**config.mk**
```make
export PLATFORM = sky130hd
export DESIGN_NAME = json_string_escape_bounded
export DESIGN_NICKNAME = d
export VERILOG_FILES = /design/src/rtl/core/jse_pkg.sv /design/src/rtl/core/jse_front.sv /design/src/rtl/core/jse_queue.sv /design/src/rtl/core/jse_back.sv /design/src/rtl/core/json_string_escape_bounded.sv
export SDC_FILE = /design/constraint.sdc
export NUM_CORES = 1
export LEC_CHECK = 0
export BUFFER_PORTS_ARGS = -buffer_cell sky130_fd_sc_hd__buf_2
export CAP_MARGIN = 5
export CORE_MARGIN = 1
export CORE_UTILIZATION = 56
export CTS_BUF_LIST = sky130_fd_sc_hd__clkbuf_8
export DETAILED_ROUTE_END_ITERATION = 10
export GPL_ROUTABILITY_DRIVEN = 0
export PLACE_DENSITY = 0.8
export RECOVER_POWER = 100
export SYNTH_ARGS = -nofsm -noshare
export SYNTH_HDL_FRONTEND = slang
export SYNTH_SLANG_ARGS = --single-unit
```
**constraint.sdc**
```tcl
create_clock -name clock -period 5.6 [get_ports clock]
set_clock_uncertainty 0.15 [all_clocks]
set_input_delay 0.56 -clock clock [delete_from_list [all_inputs] [get_ports clock]]
set_output_delay 0.56 -clock clock [all_outputs]
set_load 0.02 [all_outputs]
```
**src/rtl/core/jse_pkg.sv**
```systemverilog
`default_nettype none
package jse_pkg;

   localparam int unsigned FILL_W       = 16;
   localparam logic [FILL_W-1:0] CAPACITY_RESET = 16'hFFFF;

   // Queue depth must be a power of two so the pointers wrap naturally.
   localparam int unsigned QUEUE_DEPTH  = 4;
   localparam int unsigned QUEUE_PTR_W  = $clog2(QUEUE_DEPTH);
   localparam int unsigned QUEUE_CNT_W  = $clog2(QUEUE_DEPTH + 1);
   localparam int unsigned IDX_W        = 4;

   localparam logic [2:0] CMD_BODY     = 3'd0;
   localparam logic [2:0] CMD_BEGIN    = 3'd1;
   localparam logic [2:0] CMD_BOUNDARY = 3'd2;
   localparam logic [2:0] CMD_END      = 3'd3;
   localparam logic [2:0] CMD_CLEAR    = 3'd4;

   localparam logic [7:0] CH_QUOTE   = 8'h22;
   localparam logic [7:0] CH_BSLASH  = 8'h5C;
   localparam logic [7:0] CH_LF      = 8'h0A;
   localparam logic [7:0] CH_CR      = 8'h0D;
   localparam logic [7:0] CH_TAB     = 8'h09;
   localparam logic [7:0] CH_N       = 8'h6E;
   localparam logic [7:0] CH_R       = 8'h72;
   localparam logic [7:0] CH_T       = 8'h74;
   localparam logic [7:0] CH_U       = 8'h75;
   localparam logic [7:0] CH_ZERO    = 8'h30;
   localparam logic [7:0] CTRL_LIMIT = 8'h20;

   localparam logic [IDX_W-1:0] LEN_PLAIN = 4'd1;
   localparam logic [IDX_W-1:0] LEN_PAIR  = 4'd2;
   localparam logic [IDX_W-1:0] LEN_UNI   = 4'd6;
   localparam logic [IDX_W-1:0] LEN_SEP   = 4'd4;

   typedef enum logic [1:0] {
      JOB_BODY  = 2'd0,
      JOB_BEGIN = 2'd1,
      JOB_END   = 2'd2,
      JOB_CLEAR = 2'd3
   } job_kind_type;

   typedef enum logic [1:0] {
      ESC_PLAIN = 2'd0,
      ESC_PAIR  = 2'd1,
      ESC_UNI   = 2'd2
   } esc_type;

   typedef struct packed {
      job_kind_type kind;
      logic         sep;
      esc_type      esc;
      logic [7:0]   ch;
   } job_type;

   typedef struct packed {
      logic [2:0] cmd;
      logic [7:0] in_byte;
   } req_type;

   typedef struct packed {
      logic [7:0]        out_byte;
      logic              out_valid;
      logic [FILL_W-1:0] position;
      logic              last;
      logic              overflow;
      logic              result_code;
   } rsp_type;

   function automatic logic [7:0] hex_char(input logic [3:0] d);
      logic [7:0] r;
      if (d < 4'd10) begin
         r = 8'h30 + {4'b0000, d};
      end else begin
         r = 8'h57 + {4'b0000, d};
      end
      return r;
   endfunction

endpackage
`default_nettype wire

```
**src/rtl/core/jse_front.sv**
```systemverilog
`default_nettype none
module jse_front
   import jse_pkg::*;
(
   input  wire logic    clock,
   input  wire logic    reset,
   input  wire logic    req_valid,
   output logic         req_ready,
   input  wire req_type req_data,
   input  wire logic    queue_full,
   output logic         push,
   output job_type      push_job
);

   logic part_has_bytes_ff, part_has_bytes_in;
   logic sep_pending_ff, sep_pending_in;
   logic accept;
   logic has_job;

   assign req_ready = ~queue_full;
   assign accept    = req_valid & req_ready;
   assign push      = accept & has_job;

   always_comb begin
      part_has_bytes_in = part_has_bytes_ff;
      sep_pending_in    = sep_pending_ff;
      has_job           = 1'b0;
      push_job.kind     = JOB_BODY;
      push_job.sep      = 1'b0;
      push_job.esc      = ESC_PLAIN;
      push_job.ch       = req_data.in_byte;
      case (req_data.in_byte)
         CH_QUOTE: begin
            push_job.esc = ESC_PAIR;
         end
         CH_BSLASH: begin
            push_job.esc = ESC_PAIR;
         end
         CH_LF: begin
            push_job.esc = ESC_PAIR;
            push_job.ch  = CH_N;
         end
         CH_CR: begin
            push_job.esc = ESC_PAIR;
            push_job.ch  = CH_R;
         end
         CH_TAB: begin
            push_job.esc = ESC_PAIR;
            push_job.ch  = CH_T;
         end
         default: begin
            if (req_data.in_byte < CTRL_LIMIT) begin
               push_job.esc = ESC_UNI;
            end
         end
      endcase
      case (req_data.cmd)
         CMD_BODY: begin
            has_job           = 1'b1;
            push_job.sep      = sep_pending_ff;
            part_has_bytes_in = 1'b1;
            sep_pending_in    = 1'b0;
         end
         CMD_BEGIN: begin
            has_job           = 1'b1;
            push_job.kind     = JOB_BEGIN;
            part_has_bytes_in = 1'b0;
            sep_pending_in    = 1'b0;
         end
         CMD_BOUNDARY: begin
            sep_pending_in    = sep_pending_ff | part_has_bytes_ff;
            part_has_bytes_in = 1'b0;
         end
         CMD_END: begin
            has_job           = 1'b1;
            push_job.kind     = JOB_END;
            part_has_bytes_in = 1'b0;
            sep_pending_in    = 1'b0;
         end
         CMD_CLEAR: begin
            has_job           = 1'b1;
            push_job.kind     = JOB_CLEAR;
            part_has_bytes_in = 1'b0;
            sep_pending_in    = 1'b0;
         end
         default: begin
            has_job = 1'b0;
         end
      endcase
   end

   always_ff @(posedge clock) begin
      if (reset) begin
         part_has_bytes_ff <= 1'b0;
         sep_pending_ff    <= 1'b0;
      end else if (accept) begin
         part_has_bytes_ff <= part_has_bytes_in;
         sep_pending_ff    <= sep_pending_in;
      end
   end

endmodule
`default_nettype wire

```
**src/rtl/core/jse_queue.sv**
```systemverilog
`default_nettype none
module jse_queue
   import jse_pkg::*;
(
   input  wire logic    clock,
   input  wire logic    reset,
   input  wire logic    push,
   input  wire job_type push_job,
   output logic         full,
   input  wire logic    pop,
   output logic         head_valid,
   output job_type      head_job
);

   job_type                entry_ff [QUEUE_DEPTH];
   logic [QUEUE_PTR_W-1:0] wr_ptr_ff, rd_ptr_ff;
   logic [QUEUE_CNT_W-1:0] count_ff, count_in;
   logic                   do_pop;

   assign full       = (count_ff == QUEUE_CNT_W'(QUEUE_DEPTH));
   assign head_valid = (count_ff != '0);
   assign head_job   = entry_ff[rd_ptr_ff];
   assign do_pop     = pop & head_valid;

   always_comb begin
      count_in = count_ff;
      if (push & ~do_pop) begin
         count_in = count_ff + 1'b1;
      end else if (do_pop & ~push) begin
         count_in = count_ff - 1'b1;
      end
   end

   always_ff @(posedge clock) begin
      if (reset) begin
         wr_ptr_ff <= '0;
         rd_ptr_ff <= '0;
         count_ff  <= '0;
      end else begin
         count_ff <= count_in;
         if (push) begin
            wr_ptr_ff <= wr_ptr_ff + 1'b1;
         end
         if (do_pop) begin
            rd_ptr_ff <= rd_ptr_ff + 1'b1;
         end
      end
   end

   always_ff @(posedge clock) begin
      if (push) begin
         entry_ff[wr_ptr_ff] <= push_job;
      end
   end

endmodule
`default_nettype wire

```
**src/rtl/core/jse_back.sv**
```systemverilog
`default_nettype none
module jse_back
   import jse_pkg::*;
(
   input  wire logic              clock,
   input  wire logic              reset,
   input  wire logic [FILL_W-1:0] capacity,
   input  wire logic              head_valid,
   input  wire job_type           head_job,
   output logic                   pop,
   output logic                   rsp_valid,
   input  wire logic              rsp_ready,
   output rsp_type                rsp_data
);

   logic [FILL_W-1:0] fill_ff, fill_in;
   logic              overflow_ff, overflow_in;
   logic              trunc_ff, trunc_in;
   logic [IDX_W-1:0]  idx_ff, idx_in;
   logic              rsp_valid_ff;
   rsp_type           rsp_data_ff, rsp_data_in;

   logic              advance;
   logic              emit;
   logic              store;
   logic              last_char;
   logic [IDX_W-1:0]  esc_len;
   logic [IDX_W-1:0]  total;
   logic [IDX_W-1:0]  k;
   logic [7:0]        ch;

   assign rsp_valid = rsp_valid_ff;
   assign rsp_data  = rsp_data_ff;
   assign advance   = head_valid & (~rsp_valid_ff | rsp_ready);
   assign emit      = advance & (head_job.kind != JOB_CLEAR);
   assign store     = ({1'b0, fill_ff} + 17'd1) < {1'b0, capacity};

   always_comb begin
      case (head_job.esc)
         ESC_PAIR: esc_len = LEN_PAIR;
         ESC_UNI:  esc_len = LEN_UNI;
         default:  esc_len = LEN_PLAIN;
      endcase
      if (head_job.kind == JOB_BODY) begin
         total = (head_job.sep ? LEN_SEP : '0) + esc_len;
      end else begin
         total = LEN_PLAIN;
      end
      last_char = (idx_ff == total - 1'b1);
      k = idx_ff - (head_job.sep ? LEN_SEP : '0);

      // The separator comes out as backslash, n, backslash, n.
      ch = CH_QUOTE;
      if (head_job.kind == JOB_BODY) begin
         if (head_job.sep && (idx_ff < LEN_SEP)) begin
            ch = idx_ff[0] ? CH_N : CH_BSLASH;
         end else begin
            case (head_job.esc)
               ESC_PAIR: begin
                  ch = (k == '0) ? CH_BSLASH : head_job.ch;
               end
               ESC_UNI: begin
                  case (k[2:0])
                     3'd0:    ch = CH_BSLASH;
                     3'd1:    ch = CH_U;
                     3'd2:    ch = CH_ZERO;
                     3'd3:    ch = CH_ZERO;
                     3'd4:    ch = hex_char(head_job.ch[7:4]);
                     default: ch = hex_char(head_job.ch[3:0]);
                  endcase
               end
               default: begin
                  ch = head_job.ch;
               end
            endcase
         end
      end
   end

   always_comb begin
      fill_in     = fill_ff;
      overflow_in = overflow_ff;
      trunc_in    = trunc_ff;
      idx_in      = idx_ff;
      pop         = 1'b0;
      if (advance) begin
         if (head_job.kind == JOB_CLEAR) begin
            fill_in     = '0;
            overflow_in = 1'b0;
            trunc_in    = 1'b0;
            idx_in      = '0;
            pop         = 1'b1;
         end else begin
            // A begin clears the truncation mark before its quote is written.
            trunc_in = (head_job.kind == JOB_BEGIN) ? 1'b0 : trunc_ff;
            if (store) begin
               fill_in = fill_ff + 1'b1;
            end else begin
               overflow_in = 1'b1;
               trunc_in    = 1'b1;
            end
            pop    = last_char;
            idx_in = last_char ? '0 : idx_ff + 1'b1;
         end
      end
      rsp_data_in.out_byte    = ch;
      rsp_data_in.out_valid   = store;
      rsp_data_in.position    = fill_ff;
      rsp_data_in.last        = last_char;
      rsp_data_in.overflow    = overflow_in;
      rsp_data_in.result_code = (head_job.kind == JOB_END) ? trunc_in : 1'b0;
   end

   always_ff @(posedge clock) begin
      if (reset) begin
         fill_ff      <= '0;
         overflow_ff  <= 1'b0;
         trunc_ff     <= 1'b0;
         idx_ff       <= '0;
         rsp_valid_ff <= 1'b0;
      end else begin
         fill_ff     <= fill_in;
         overflow_ff <= overflow_in;
         trunc_ff    <= trunc_in;
         idx_ff      <= idx_in;
         if (emit) begin
            rsp_valid_ff <= 1'b1;
         end else if (rsp_ready) begin
            rsp_valid_ff <= 1'b0;
         end
      end
   end

   always_ff @(posedge clock) begin
      if (emit) begin
         rsp_data_ff <= rsp_data_in;
      end
   end

endmodule
`default_nettype wire

```
**src/rtl/core/json_string_escape_bounded.sv**
```systemverilog
// JSON string escaper with a bounded output buffer.
// Input channel req_*: one command per transfer (body byte, begin, part boundary,
// end, clear). Result channel rsp_*: one character per transfer, with its buffer
// position, a stored/dropped bit, the sticky overflow flag and, on the closing
// quote, the truncation code; last marks the final character of a command.
// The csr_* port writes the buffer capacity; write it only while the block is idle.
// A front stage classifies commands and tracks part separators, a four-entry
// queue decouples it from the back stage, which expands each command into
// characters and keeps the fill level.
// The first character of a command is offered after it has passed through the
// queue and the result register. Throughput: one character per cycle while the
// receiver holds rsp_ready high; a command expands to 1 to 10 characters (6 for
// a \u00xx escape, 4 more when a separator is pending); clear gives none.
// Part boundaries and unused codes never enter the queue.
// While the receiver stalls, the result register holds; the queue keeps taking
// commands until it fills, then req_ready drops.
// Reset empties the queue, zeroes all control state and sets capacity to 65535.
`default_nettype none
module json_string_escape_bounded
   import jse_pkg::*;
(
   input  wire logic              clock,
   input  wire logic              reset,
   input  wire logic              req_valid,
   output logic                   req_ready,
   input  wire req_type           req_data,
   output logic                   rsp_valid,
   input  wire logic              rsp_ready,
   output rsp_type                rsp_data,
   input  wire logic              csr_write,
   input  wire logic [FILL_W-1:0] csr_data
);

   logic [FILL_W-1:0] capacity_ff;
   logic              queue_full;
   logic              push;
   job_type           push_job;
   logic              pop;
   logic              head_valid;
   job_type           head_job;

   always_ff @(posedge clock) begin
      if (reset) begin
         capacity_ff <= CAPACITY_RESET;
      end else if (csr_write) begin
         capacity_ff <= csr_data;
      end
   end

   jse_front u_front (
      .clock      (clock),
      .reset      (reset),
      .req_valid  (req_valid),
      .req_ready  (req_ready),
      .req_data   (req_data),
      .queue_full (queue_full),
      .push       (push),
      .push_job   (push_job)
   );

   jse_queue u_queue (
      .clock      (clock),
      .reset      (reset),
      .push       (push),
      .push_job   (push_job),
      .full       (queue_full),
      .pop        (pop),
      .head_valid (head_valid),
      .head_job   (head_job)
   );

   jse_back u_back (
      .clock      (clock),
      .reset      (reset),
      .capacity   (capacity_ff),
      .head_valid (head_valid),
      .head_job   (head_job),
      .pop        (pop),
      .rsp_valid  (rsp_valid),
      .rsp_ready  (rsp_ready),
      .rsp_data   (rsp_data)
   );

endmodule
`default_nettype wire
```
==> results of run 1 <==
[layout by cell type (no fill, tap or decap), drive strengths merged, types with 8 or more instances in the layout]
cell type	Yosys	final
a22o	11	11
dfxtp	50	50
clkbuf	9	54
nor3	14	14
a21oi	25	25
edfxtp	80	80
xor2	9	9
xnor2	13	13
mux4	13	13
ha	32	32
o211ai	19	19
nand3	13	13
nor2	34	34
nand2b	8	8
and2	11	11
inv	37	41
buf	13	29
o21ai	14	14
nand2	49	49
[worst paths after layout]
| kind | to | slack [ps] | start | depth (start not counted) |
|---|---|---|---|---|
| hold reg to reg | u_back.trunc_ff | 310 | u_back.trunc_ff | 2 |
| setup / recovery | u_queue.count_ff[2] | 670 | flip-flop | 18 |
| hold / removal | capacity_ff[9] | 180 | csr_data[9] | 3 |
| setup reg to reg | u_queue.count_ff[2] | 670 | flip-flop | 18 |
[Yosys cell counts, drive strengths merged, types with 3 or more instances]
cell,number
o21ai,14
a31oi,5
dfxtp,50
nor3b,3
nand3,13
nor2b,7
a211oi,3
or3,4
nor3,14
nand2,49
inv,37
a22o,11
buf,13
clkbuf,9
nor2,34
nor4,6
edfxtp,80
nand4,5
a21oi,25
and3,3
xor2,9
or2,7
ha,32
o211ai,19
a21o,6
mux4,13
mux2i,4
xnor2,13
o31ai,3
and2,11
nor4b,5
nand2b,8
o21a,4
o31a,3
[critical path, stage by stage (launching register included)]
cell and delay (ps):
dfxtp_1 760, mux4_2 420, inv_1 100, ha_1 280, nor2_1 160, inv_1 60
ha_1 180, xnor2_1 260, nand2_1 90, a22o_1 210, o221ai_1 530, inv_2 110
o21ai_0 200, ha_1 210, inv_1 70, fa_1 430, xor2_1 170, or3_1 310
a21oi_1 150
[power by group through the flow]
stage          clock [mW]  combinational [mW]  sequential (mW)
3_3_place_gp            0               0.964             1.29
3_5_place_dp            0               0.989             1.30
5_1_grt             0.940                1.06             1.30
4_1_cts             0.902                1.00             1.28
2_1_floorplan           0               0.638             1.39
6_report            0.894               0.959             1.28
[layer usage]
metal / global-route usage / share of wire / vias to the layer above
met5: 0 / 0 / -
met4: 0.08494 / 0.013 / 0
met3: 0.05320 / 0.067 / 20
met2: 0.3693 / 0.46 / 176
met1: 0.3320 / 0.46 / 2155
li1: - / - / 2191
[state kept, by name, summed over array words and instances (netlist names), named ones only]
| register | cells |
|---|---|
| u_back.trunc_ff | 1 |
| u_front.sep_pending_ff | 1 |
| u_front.part_has_bytes_ff | 1 |
| u_queue.count_ff | 3 |
| u_back.rsp_valid | 1 |
| u_back.fill_ff | 16 |
| u_back.rsp_data | 28 |
| capacity_ff | 16 |
| u_queue.wr_ptr_ff | 2 |
| u_queue.rd_ptr_ff | 2 |
| u_queue.entry_ff | 52 |
| u_back.idx_ff | 4 |
| u_back.overflow_ff | 1 |
[final cells by class]
class                      count  area share
timing repair buffer          63     0.03870
sequential                   130      0.4742
clock inverter                12     0.02476
multi-input combinational    368      0.3802
inverter                      37     0.01935
tap                          140     0.02441
clock buffer                  20     0.03835
[cell families after synthesis]
group,after synthesis,synth area share
mux,19,0.05657
simple gates,178,0.1448
fa+ha+maj,34,0.06711
flops,130,0.5306
xor+xnor,22,0.03121
compound gates,115,0.1297
buf+inv,59,0.03999
[per-stage QoR]
stage,instances,setup slack (ps),utilization
detailed placement,738,866.2,0.6184
floorplan,557,1226,-
global placement,738,1051,0.6184
global route,770,291.8,0.6535
finish,770,670.1,0.6535
CTS,770,823.3,0.6596
==> out/metrics.yaml, run 1 <==
sta:
  slew_viol_final: 0
  worst_pin_slew_ps: 1167
  tns_ps: 0
  finalSetupViolations: 0
  fmax_ghz: 0.2028
  hold_violations: 0
  hold_ws_ps: 180.5
  maxSlewHeadroom: 0.2211
  fin_crit_sh: 0.8803
  period_minus_slack_ps: 4930
  rsz0062_at_grt: "no"
clock_network:
  clkLatencyLatePin_ps: 440
  cts_made_buffers: 17
  clock_sinks: 130
  cts-root-buf: "clkbuf_8"
  cts_resized: 0
  postCtsSetupRepairBufs: 0
  clk_pin_slew_ps: 80
  holdBufCountCts: 0
  cts_tree: "done"
  clk_path_buf_depth: 2
  htree_levels: 4
detailed_routing:
  via_per_inst: 5.899
  route.detailed.drc: 0
  dr.pass1.iters: 6
  vias: 4542
  drt_wl_total_um: 13190
  drt_first_iter_violations: 273
  avgRoutedWirePerCell_um: 17.13
  postRouteAntennaNets: 0
yosys:
  post-synth-top-area-cell: "edfxtp_1"
  syn_area_sq_um: 6414
  postSynth.asyncResetShare: 0
  synth_warnings: 0
  netlist_instances: 557
  synth_edf_count: 80
  yosysUniqueCellTypes: 70
  ys.flop_type: "edfxtp_1"
  synth_nets: 622
  synth_top_area_frac: 0.3746
  yosys-top-cells-area: "edfxtp_1 (37%), dfxtp_1 (16%), ha_1 (6.2%), mux4_2 (3.9%), nand2_1 (2.9%)"
  syn_area_per_cell_sq_um: 11.51
  ys_ff_latch: 130
  ys_seq_area_frac: 0.5306
placed_design:
  place.detailed.hpwl_um: 9025
  placed_area_sq_um: 6792
  portBuffers: 61
grt:
  grt_start_max_net_pins: 32
  grt_antenna_before_repair: 0
  grt_usage: 0.2392
  grt_pass1_vias: 4399
  overflow: 0
  grt_pass1_wl_um: 21470
power_and_ir_drop:
  p_int_mw: 2.050
  p_leak_nw: 2.795
  ir_drop_mv: 0.2389
  net-switching-power_mw: 1.081
  p_total_mw: 3.131
  combPwrFrac: 0.306
  powerDensity_nw_per_um2: 436.3
  clkPwrFrac: 0.285
  swShare: 0.3452
  seqPwrFrac: 0.408
floorplanning:
  die_area_sq_um: 11890
  num_rows: 38
  die_h_um: 109.0
  die_w_um: 109.0
  initial_core_util: 0.5840
  coreArea_sq_um: 10980
  ioPinCount: 62
critical_path:
  cp-end-kind: "flip-flop"
  critical_path_required_ps: 5800
  critical_path_arrival_ps: 5130
  crit_path_max_fanout: 17
  start_kind: "flip-flop"
  crit_type: "reg2reg"
final_layout:
  design.final.nets: 682
  fillers: 810
  syn2layout_area_growth_pct: 11.90
  finish.instance_area_sq_um: 7177
  multi_input_area_sq_um: 2729
  seqCellArea_sq_um: 3403
  drive_above_1_share: 0.1365
  n_antenna_cell: 0
run:
  drv.max_cap_violation_count: 0
hold_path:
  hold_class: "in2reg"
run_status:
  status: "completed"
No activity file was read; power rests on OpenSTA's default activity.
==> run 2: changes to the inputs <==
--- a/config.mk
+++ b/config.mk
@@ -16,4 +16,5 @@
 export RECOVER_POWER = 100
 export SYNTH_ARGS = -nofsm -noshare
 export SYNTH_HDL_FRONTEND = slang
+export SYNTH_HIERARCHICAL = 1
 export SYNTH_SLANG_ARGS = --single-unit
==> out/metrics.yaml, run 2 <==
sta:
  fmax_ghz: 0.2225  # was 0.2028 GHz
  tns_ps: 0  # unchanged
  period_minus_slack_ps: 4494  # was 4930 ps
  maxSlewHeadroom: -0.07604  # was 0.2211
  worst_pin_slew_ps: 1614  # was 1167 ps
  slew_viol_final: 30  # was 0
  fin_crit_sh: 0.8025  # was 0.8803
  rsz0062_at_grt: "no"  # unchanged
  finalSetupViolations: 0  # unchanged
  hold_violations: 0  # unchanged
power_and_ir_drop:
  ir_drop_mv: 0.2612  # was 0.2389 mV
  clkPwrFrac: 0.259  # was 0.285
  p_int_mw: 1.953  # was 2.050 mW
  combPwrFrac: 0.308  # was 0.306
  seqPwrFrac: 0.432  # was 0.408
  p_leak_nw: 2.806  # was 2.795 nW
  net-switching-power_mw: 1.005  # was 1.081 mW
  powerDensity_nw_per_um2: 411.2  # was 436.3 nW/um^2
  swShare: 0.3397  # was 0.3452
yosys:
  synth_edf_count: 80  # unchanged
  ys_top_cells_by_count: "edfxtp_1 (80), dfxtp_1 (50), inv_1 (36)"  # was edfxtp_1 (80), dfxtp_1 (50), nand2_1 (49)
  ys.flop_type: "edfxtp_1"  # unchanged
  yosysUniqueCellTypes: 77  # was 70
  postSynth.asyncResetShare: 0  # unchanged
  post-synth-top-area-cell: "edfxtp_1"  # unchanged
  synth.area.mux_share: 0.05612  # was 0.05657
  yosysMostFrequentCell: "edfxtp_1"  # unchanged
  syn_area_sq_um: 6510  # was 6414 sq um
  synth-simple-area-share: 0.1420  # was 0.1448
  synth_warnings: 6  # was 0
  synth-xor-area-share: 0.03229  # was 0.03121
  ys_ff_latch: 130  # unchanged
  netlist_instances: 553  # was 557
  synth_nets: 616  # was 622
  synth_fa_ha_area_frac: 0.06073  # was 0.06711
  yosys-top-cells-area: "edfxtp_1 (37%), dfxtp_1 (15%), ha_1 (5.8%), mux4_2 (3.5%), nor2b_1 (2.3%)"  # was edfxtp_1 (37%), dfxtp_1 (16%), ha_1 (6.2%), mux4_2 (3.9%), nand2_1 (2.9%)
  synth-compound-area-share: 0.1465  # was 0.1297
  synth_top_family_by_area: "compound AO/OA/AOI/OAI gates"  # was simple AND/OR/NAND/NOR gates
  ys_seq_area_frac: 0.5228  # was 0.5306
  syn_area_per_cell_sq_um: 11.77  # was 11.51 sq um
  synth_top_area_frac: 0.3690  # was 0.3746
clock_network:
  clock_sinks: 130  # unchanged
  cts_tree: "done"  # unchanged
  cts_made_buffers: 17  # unchanged
  cts-root-buf: "clkbuf_8"  # unchanged
  holdBufCountCts: 0  # unchanged
  clk_pin_slew_ps: 70  # was 80 ps
  clkLatencyLatePin_ps: 450  # was 440 ps
  cts_resized: 0  # unchanged
  htree_levels: 4  # unchanged
  postCtsSetupRepairBufs: 0  # unchanged
  clk_path_buf_depth: 2  # unchanged
critical_path:
  critical_path_arrival_ps: 4730  # was 5130 ps
  critical_path.most_common_cell: "nand3_1"
  crit_path_max_incr_delay_ps: 640  # was 760 ps
  reg2reg_slack_ps: 1110  # was 670 ps
  crit_path_max_fanout: 11  # was 17
  r2r_cells: 11  # was 18
  r2r-start: "u_back/fill_ff[4]"
  crit_type: "reg2reg"  # unchanged
  cp-startpoint: "u_back/fill_ff[4]"
  cp_cell_sequence: "nand2_1 -> nor4_1 -> nand3_1 -> xnor2_1 -> ha_1 -> and2_0 -> a221o_1 -> a31oi_1 -> nand3_1 -> nor2_1 -> mux2_2"  # was mux4_2 -> inv_1 -> ha_1 -> nor2_1 -> inv_1 -> ha_1 -> xnor2_1 -> nand2_1 -> a22o_1 -> o221ai_1 -> inv_2 -> o21ai_0 -> ha_1 -> inv_1 -> fa_1 -> xor2_1 -> or3_1 -> a21oi_1
  start_kind: "flip-flop"  # unchanged
  critical_path_required_ps: 5830  # was 5800 ps
  crit_end: "u_back/fill_ff[0]"  # was u_queue.count_ff[2]
  regToRegEndpoint: "u_back/fill_ff[0]"  # was u_queue.count_ff[2]
  cp-end-kind: "flip-flop"  # unchanged
  slowest_stage: "nor4_1"  # was dfxtp_1
detailed_routing:
  drt_first_iter_violations: 346  # was 273
  postRouteAntennaNets: 0  # unchanged
  vias: 4557  # was 4,542
  via_per_inst: 5.911  # was 5.899
  drt_wl_total_um: 12940  # was 13,190 um
  route.detailed.drc: 0  # unchanged
  avgRoutedWirePerCell_um: 16.78  # was 17.13 um
  dr.pass1.iters: 5  # was 6
floorplanning:
  die_area_sq_um: 12060  # was 11,890 sq um
  initial_core_util: 0.5726  # was 0.5840
  die_w_um: 109.8  # was 109.0 um
  die_h_um: 109.8  # was 109.0 um
  coreArea_sq_um: 11370  # was 10,980 sq um
  num_rows: 39  # was 38
  ioPinCount: 62  # unchanged
final_layout:
  n_antenna_cell: 0  # unchanged
  syn2layout_area_growth_pct: 10.49  # was 11.90%
  design.final.nets: 678  # was 682
  layout_commonest_cell: "edfxtp_1"  # unchanged
  largest_register_ffs: 52  # unchanged
  most-common-layout-cells: "edfxtp_1 (80), dfxtp_1 (50), inv_1 (41)"  # was edfxtp_1 (80), dfxtp_1 (50), nand2_1 (49)
  top_register: "u_queue/entry_ff"  # was u_queue.entry_ff
  finish.instance_area_sq_um: 7193  # was 7177 sq um
  drive_above_1_share: 0.1194  # was 0.1365
  fillers: 912  # was 810
  final_util: 0.6327  # was 0.6535
run_status:
  violations: "capacitance limit, slew limit"
  status: "complete, but fails checks"  # was completed
grt:
  grt_pass1_vias: 4505  # was 4,399
  grt_usage: 0.2345  # was 0.2392
  grt_antenna_before_repair: 0  # unchanged
  grt-busiest-layer: "met2"  # unchanged
  grt.met3_usage: 0.06343  # was 0.05320
  overflow: 0  # unchanged
  grtUsageMet1: 0.2467  # was 0.3320
  grt_pass1_wl_um: 20910  # was 21,470 um
  grtUsageMet2: 0.4299  # was 0.3693
  grt_start_max_net_pins: 37  # was 32
hold_path:
  hp-start: "csr_data[14]"  # was csr_data[9]
  hold_class: "in2reg"  # unchanged
placed_design:
  place.detailed.hpwl_um: 9391  # was 9025 um
  placed_area_sq_um: 6887  # was 6792 sq um
  portBuffers: 61  # unchanged
run:
  drv.max_cap_violation_count: 1  # was 0
run 2: cell count changes after synthesis, sizes merged, moves of 5 or more:
| cell | delta |
|---|---|
| nor3 | -5 |
| nor2b | +17 |
| a31oi | +5 |
| a211o | +18 |
| o211ai | -16 |
| or2 | -6 |
| nand2 | -20 |
| o21ai | +9 |
run 2: per-stage QoR:
step           hold slack, ps  setup slack (ps)  instances  total power, mW
2_1_floorplan           257.4              1601        553            1.985
3_3_place_gp            293.2              1467        739            2.200
3_5_place_dp            308.2              1270        739            2.237
4_1_cts                 131.8              1215        771            3.011
5_1_grt                 137.7             616.6        771            3.130
6_report                168.5              1106        771            2.958
run 2: layer usage:
layer	vias to the layer above	share of wire
met4	0	0.023
met2	160	0.52
met3	32	0.052
met1	2173	0.40
li1	2192	-
met5	-	0
run 2: worst max-delay path: cells and delay by family (launching register included):
| family | cells | cell delay (ps) |
|---|---|---|
| simple gates | 6 | 2190 |
| compound gates | 2 | 830 |
| flops | 1 | 470 |
| mux | 1 | 280 |
| xor+xnor | 1 | 190 |
| fa+ha+maj | 1 | 310 |
run 2: kinds of logic after synthesis:
group | Yosys count
AND/OR/NAND/NOR | 163
AO/OA/AOI/OAI | 130
flip-flops | 130
buffers and inverters | 56
adder cells (fa/ha/maj) | 31
XOR/XNOR | 24
multiplexers | 19
run 2: cell type report:
class                   instances  area, sq um  area share
flip-flops and latches        130         3403      0.4731
inverters                      36        135.1     0.01879
clock inverters                10        92.59     0.01287
multi-input cells             367         2808      0.3903
repair buffers                 63        272.8     0.03792
clock buffers                  22        302.8     0.04209
well taps                     143        178.9     0.02487
run 2: how the worst min path moves through the flow:
stage	end	cells past startpoint	slack [ps]
global placement	u_back/overflow_ff	2	290
detailed placement	u_back/trunc_ff	2	310
finish	capacity_ff[14]	2	170
global route	capacity_ff[14]	2	140
floorplan	u_back/rsp_data[5]	0	260
CTS	capacity_ff[14]	2	130
run 2: power groups by stage:
stage | logic, mW | registers, mW | clock network, mW
2_1_floorplan | 0.593 | 1.39 | 0
3_3_place_gp | 0.912 | 1.29 | 0
3_5_place_dp | 0.940 | 1.30 | 0
4_1_cts | 0.946 | 1.28 | 0.788
5_1_grt | 1.01 | 1.30 | 0.824
6_report | 0.912 | 1.28 | 0.767
